`src/hw/rtl/mmix_pkg.sv`:
```
package mmix_pkg;

  // Motor lanes and register map
  localparam int MOTOR_COUNT_DEFAULT = 4;
  localparam int SCALED_MOTORS       = 4;
  localparam int CFG_IDX_W           = 3;
  localparam int CFG_DATA_W          = 48;

  localparam logic [CFG_IDX_W-1:0] REG_MOTOR0    = 3'd0;
  localparam logic [CFG_IDX_W-1:0] REG_SUM_LIMIT = 3'd4;
  localparam logic [CFG_IDX_W-1:0] REG_THR_MARK  = 3'd5;

  // Field widths
  localparam int AXIS_W   = 16;
  localparam int THR_IN_W = 14;
  localparam int DUTY_W   = 14;
  localparam int SCALE_W  = 16;
  localparam int SCALES_W = 3 * SCALE_W;
  localparam int LIMIT_W  = 15;
  localparam int MARK_W   = 14;

  localparam logic [LIMIT_W-1:0] SUM_LIMIT_RESET = 15'd500;
  localparam logic [MARK_W-1:0]  THR_MARK_RESET  = 14'd5000;

  // Q16 fixed point
  localparam int Q_FRAC = 16;
  localparam int Q_ONE  = 1 << Q_FRAC;

  // Axis sum to Q16: (|s| * 2^16 + 500) / 1000 by reciprocal multiply
  localparam int AXIS_X_W   = LIMIT_W + Q_FRAC;
  localparam int RECIP_W    = 31;
  localparam int AXIS_P_W   = AXIS_X_W + RECIP_W;
  localparam int AXIS_SHIFT = 40;
  localparam int AXIS_Q_W   = 22;
  localparam int AXIS_V_W   = AXIS_Q_W + 1;
  localparam int AXIS_DIV   = 1000;
  localparam int AXIS_BIAS  = 500;
  localparam logic [RECIP_W-1:0] AXIS_RECIP = 31'd1099511627;

  // Throttle to Q16: (t * 2^16 + 5000) / 10000 by reciprocal multiply
  localparam int THR_X_W   = THR_IN_W + Q_FRAC;
  localparam int THR_P_W   = THR_X_W + RECIP_W;
  localparam int THR_SHIFT = 44;
  localparam int THR_Q_W   = 17;
  localparam int THR_DIV   = 10000;
  localparam int THR_BIAS  = 5000;
  localparam logic [RECIP_W-1:0] THR_RECIP = 31'd1759218604;

  // Mix arithmetic
  localparam int PROD_W   = AXIS_V_W + SCALE_W;
  localparam int ACC_W    = PROD_W + 1;
  localparam int MIX_DROP = 14;
  localparam int MIX_HALF = 1 << (MIX_DROP - 1);
  localparam int MIX_W    = ACC_W - MIX_DROP;
  localparam int RANGE_W  = MIX_W + 1;
  localparam int THR_W    = MIX_W + 2;
  localparam int QUO_W    = Q_FRAC + 1;
  localparam int SUM_W    = MIX_W + 3;

  // Duty conversion
  localparam int DUTY_STEP = 100;
  localparam int PCT_MAX   = 100;
  localparam int PCT_W     = 7;
  localparam int DUTY_MAX  = 10000;

  typedef struct packed {
    logic signed [AXIS_W-1:0] roll_sum;
    logic signed [AXIS_W-1:0] pitch_sum;
    logic signed [AXIS_W-1:0] yaw_sum;
    logic [THR_IN_W-1:0]      throttle;
  } sample_t;

  typedef struct packed {
    logic [DUTY_W-1:0] duty_0;
    logic [DUTY_W-1:0] duty_1;
    logic [DUTY_W-1:0] duty_2;
    logic [DUTY_W-1:0] duty_3;
  } duty_set_t;

  // One range division: magnitude of a mix value, its sign, the range
  typedef struct packed {
    logic [MIX_W-1:0]   mag;
    logic               sgn;
    logic [RANGE_W-1:0] divisor;
  } div_op_t;

endpackage

```
`src/hw/rtl/mmix_div_lane.sv`:
```
module mmix_div_lane (
  input  logic                             clk,
  input  mmix_pkg::div_op_t                op,
  output logic signed [mmix_pkg::QUO_W:0]  quo
);
  import mmix_pkg::*;

  // One quotient bit per stage, most significant first: mag * 2^16 / divisor
  localparam int STAGES = QUO_W;
  localparam int PRE_W  = RANGE_W + 1;

  logic [RANGE_W-1:0] rem [STAGES-1];
  logic [RANGE_W-1:0] dvs [STAGES-1];
  logic [QUO_W-1:0]   qb  [STAGES];
  logic               sg  [STAGES];

  logic [PRE_W-1:0]   pre   [STAGES];
  logic [PRE_W-1:0]   dv_in [STAGES];
  logic [PRE_W-1:0]   diff  [STAGES];
  logic               take  [STAGES];
  logic signed [QUO_W:0] q_s;

  always_comb begin
    pre[0]   = PRE_W'(op.mag);
    dv_in[0] = PRE_W'(op.divisor);
    for (int i = 1; i < STAGES; i++) begin
      pre[i]   = {rem[i-1], 1'b0};
      dv_in[i] = PRE_W'(dvs[i-1]);
    end
    for (int i = 0; i < STAGES; i++) begin
      diff[i] = pre[i] - dv_in[i];
      take[i] = pre[i] >= dv_in[i];
    end
  end

  always_ff @(posedge clk) begin
    for (int i = 0; i < STAGES - 1; i++) begin
      rem[i] <= take[i] ? diff[i][RANGE_W-1:0] : pre[i][RANGE_W-1:0];
      dvs[i] <= dv_in[i][RANGE_W-1:0];
    end
    qb[0] <= QUO_W'(take[0]);
    sg[0] <= op.sgn;
    for (int i = 1; i < STAGES; i++) begin
      qb[i] <= {qb[i-1][QUO_W-2:0], take[i]};
      sg[i] <= sg[i-1];
    end
  end

  // Truncate toward zero: divide the magnitude, restore the sign
  assign q_s = signed'({1'b0, qb[STAGES-1]});
  assign quo = sg[STAGES-1] ? -q_s : q_s;

endmodule

```
`config.mk`:
```
export PLATFORM = sky130hd
export DESIGN_NAME = mmix_div_lane
export DESIGN_NICKNAME = d
export VERILOG_FILES = /design/src/hw/rtl/mmix_pkg.sv /design/src/hw/rtl/mmix_div_lane.sv
export SDC_FILE = /design/constraint.sdc
export NUM_CORES = 2
export LEC_CHECK = 0
export ABC_AREA = 1
export BUFFER_PORTS_ARGS = -buffer_cell sky130_fd_sc_hd__clkbuf_2
export CAP_MARGIN = 20
export CORE_MARGIN = 5
export CORE_UTILIZATION = 29
export DETAILED_ROUTE_END_ITERATION = 8
export SYNTH_ARGS = -nofsm -noshare
export SYNTH_HDL_FRONTEND = slang
export SYNTH_SLANG_ARGS = --single-unit
```
`constraint.sdc`:
```
create_clock -name clk -period 2 [get_ports clk]
set_input_delay 0.1 -clock clk [delete_from_list [all_inputs] [get_ports clk]]
set_output_delay 0.1 -clock clk [all_outputs]
set_load 0.03 [all_outputs]
```
* Word level (Yosys, flattened, before mapping)
Memories as Yosys holds them, arrays and structs flattened. Index checks and enable logic that the tools add are counted.
Storage, ports and cells: memories kept 4, memory bits (writable) 1170, word-level logic and storage cells 55, output and inout bits 18, bits in registers 0, bits of input ports 55
Memory list:
- dvs | words 16, bits a word 27, rd ports 16, clocked after memory_dff 0, write ports 16, RTL line mmix_div_lane.sv:13 | logic [RANGE_W-1:0] dvs [STAGES-1];
- rem | words 16, bits a word 27, rd ports 16, clocked after memory_dff 0, write ports 16, RTL line mmix_div_lane.sv:12 | logic [RANGE_W-1:0] rem [STAGES-1];
- qb | words 17, bits a word 17, rd ports 17, clocked after memory_dff 0, write ports 17, RTL line mmix_div_lane.sv:14 | logic [QUO_W-1:0] qb [STAGES];
- sg | words 17, bits a word 1, rd ports 17, clocked after memory_dff 0, write ports 17, RTL line mmix_div_lane.sv:15 | logic sg [STAGES];
Operators by class: add/subtract/negate cells 17, magnitude comparators 17, mux-type cells 17
Operators with widths (count):
- $ge 28x27->1 | 16
- $mux 27 | 16
- $sub 27x27->27 | 15
- $ge 26x27->1 | 1
- $sub 26x27->27 | 1
- $mux 18 | 1
- $neg 17->18 | 1

* Depth between registers and ports, before layout
An unclocked memory read counts as a cell.
depth in word-level cells 3, gate-level depth with buffers 15, gate-level depth less buffers 14

* Worst setup path after synthesis
Ideal clock, no wire load.
path type reg2reg, start point memory dvs[1][81] (netlist bit), end point memory rem[1][129] (netlist bit), cell stages (with the launch flop) 13, path buffers 2, slack 50 ps, period minus slack after synthesis 1950 ps, data arrival time 1837 ps, setup time 113 ps, data required time 1887 ps, cell sequence dfxtp_1 > inv_1 > fa_1 > nand3_1 > nand3_1 > nand3_1 > nand3b_2 > nand2_2 > nand3_2 > buf_6 > buf_6 > nand3_1 > nand2_1
RTL lines (RTL line):
- start, declared | mmix_div_lane.sv:13
- end, declared | mmix_div_lane.sv:12

==> flow_metrics.tcl <==
set metrics [dict create \
    fill_cells 21600 \
    layout_setup_ws_ns -0.603 \
    area_growth_pct 44.2 \
    antenna_found_initial 2 \
    timing.fmax_mhz 384 \
    drive_gt1_frac 0.303 \
    clk_pin_slew_ns 0.06 \
    cp-start-kind "flip-flop" \
    cts_buffer_depth 3 \
    final_antenna_net_count 0 \
    drcViolationCount 0 \
    vias 62600 \
    post_drt_wl_per_cell_um 14.8 \
    setup_tns_ns -7.51 \
    fp.coreArea_sq_um 214000 \
    min_from "op[1]" \
    max-cap-violations 0 \
    wl_met1_um 94600 \
    drt_first_pass_iters 6 \
    cts_tree "done" \
    fin_hold_ws_ns 0.0680 \
    ys_async_sr_fraction 0 \
    synth_edf_count 0 \
    grt.total_usage 0.174 \
    cp_data_arrival_time_ns 2.50 \
    slew_viol_final 0 \
    maxUsedRoutingLayer "met4" \
    overflow 0 \
    grt_max_degree 30 \
    synth_cell_types 44 \
    die_w_um 474 \
    crit_path_end_kind "output pin" \
    vias_per_cell 4.42 \
    crit_type "flip-flop to output pin" \
    final_util 0.420 \
    clkLatencyLatePin_ns 0.77 \
    synth_ff_type "dfxtp_1" \
    cts_sinks 1034 \
    timing.rr.start "rem[1][22]" \
    grt_pass1_vias 57800 \
    layout_commonest_cell "nand2_1" \
    fin_crit_ns 2.60 \
    fin_crit_sh 1.30 \
    power.leakage_nw 48.7 \
    syn_area_per_cell_sq_um 6.43 \
    p_total_mw 148 \
    final_cell_count_no_fill 14200 \
    rows 170 \
    finalHoldViolCount 0 \
    synth_top_area_cell "dfxtp_1" \
    dieArea_sq_um 225000 \
    crit_required_ns 1.90 \
    fin_area_sq_um 90100 \
    routed_wl_um 210000 \
    dp_hpwl_um 161000 \
    rrSetupSlack_ns -0.11 \
    setup_viol 50 \
    dp_cells 13700 \
    final_cell_mix "3104 x nand2_1, 2119 x inv_1, 1246 x buf_4" \
    p_per_area_nw_per_um2 1640 \
    whs_path_depth 2 \
    hold_end "dvs[0][1]" \
    diodes 0 \
    synth_warnings 0 \
    start_util 0.291 \
    critPathMaxFanout 3 \
    grt_pass1_wl_um 312000 \
    rsz0062_at_grt "yes" \
    reg2reg_to "rem[1][42]" \
    yosysTopAreaCellShare 0.331 \
    skew_ns 0.0616 \
    gp_congestion 0.903 \
    hold_class "input port to flip-flop" \
    syn_inst 9712 \
    io_buffers 72 \
    met3_length_um 10400 \
    seq_area_frac_synth 0.331 \
    first_iter_violations 4482 \
    cts.htree.levels 3 \
    die_y_um 474 \
    syn_area_sq_um 62500 \
    cts_buffers 113 \
    synthTopCellsByArea "dfxtp_1 33%, nand2_1 21%, inv_1 13%, ha_1 9.2%, nand3_1 4.1%" \
    wl_met2_um 99200 \
    ys_seq_elements 1034 \
    fin_nets 11800 \
    r2r_cells 13 \
    dp_worst_setup_slack_ns -0.187 \
    relSlewSlack 0.600 \
    worst_pin_slew_ns 0.594 \
    io_pins 73 \
    placed_area_sq_um 74900 \
    violations "setup timing" \
    syn_nets 10200 \
    root_buffer "clkbuf_16" \
    ir_worst_vdd_mv 0.819 \
    outcome "complete, but fails checks" \
]
## registers in the layout (all words and copies together) (netlist names)
name / count
dvs: 432
qb: 153
rem: 432
sg: 17
## synth_stat cells (42+ instances only)
master	count
nand2_1	3484
inv_1	2204
dfxtp_1	1034
nor2_1	575
nand3_1	516
ha_1	458
nand4_1	324
xor2_1	222
a21oi_1	207
o21ai_0	131
nand3b_1	76
o21ai_1	64
nand3_2	44
nand2_2	42
## power by group
part / switching (mW) / internal, mW / total (mW)
Sequential: 6.52 / 27.6 / 34.2
Combinational: 49.7 / 41.0 / 90.7
Clock: 9.28 / 13.3 / 22.6
Total: 65.5 / 82.0 / 148
## routing by layer
metal	vias up	track usage
met4	0	0.0413
met3	316	0.0189
met5	-	0
li1	32500	-
met1	28300	0.233
met2	1481	0.298
## final cells by class
type / count / area, sq um / area share
Clock buffer: 144 / 3140 / 0.0349
Clock inverter: 65 / 945 / 0.0105
Inverter: 2223 / 8350 / 0.0927
Multi-Input combinational cell: 6335 / 40100 / 0.445
Sequential cell: 1034 / 21300 / 0.236
Tap cell: 2838 / 3550 / 0.0394
Timing Repair Buffer: 1518 / 12700 / 0.142
## worst max-delay path, stage by stage (launching register included)
cell and delay [ns]:
dfxtp_2 0.33, inv_2 0.08, ha_4 0.14, inv_4 0.03, nor3_4 0.11, nand2_1 0.08, nor2_1 0.09, buf_4 0.16
nand3_4 0.12, nand2_2 0.10, buf_4 0.10, xor2_1 0.16, buf_4 0.19
## kinds of logic (layout without fill, tap and decap cells)
group                      Yosys count  in the layout  share of synthesized area
xor gates and xnor gates           227            227                     0.0318
AOI/OAI and AO/OA                  441            441                     0.0381
adders and majority gates          474            474                     0.0969
buffers and inverters             2343           3950                      0.146
DFF                               1034           1034                      0.331
and+or+nand+nor                   5193           5193                      0.356
## how the worst max path moves through the flow
stage          startpoint     endpoint  slack (ns)  cells past startpoint
3_5_place_dp   dvs[1][96]  rem[1][112]       -0.19                     13
2_1_floorplan  dvs[1][81]  rem[1][129]        0.05                     12
3_3_place_gp   qb[0][272]      quo[14]       -0.18                     11
4_1_cts        qb[0][272]      quo[12]       -0.68                     12
5_1_grt        qb[0][272]      quo[12]       -0.75                     12
6_report       qb[0][272]      quo[12]       -0.60                     12
## what timing repair did
| item | CTS | global route |
|---|---|---|
| hold buffers | 78 | 0 |
| gates resized for setup | 540 | 1549 |
| endpoints found under the hold margin | 55 | 0 |
| endpoints found under the setup margin | 271 | 431 |
| pin swaps | 79 | 310 |
| buffers inserted | 48 | 106 |
| gates cloned | 19 | 26 |
Power figures use the tool's default switching activity.
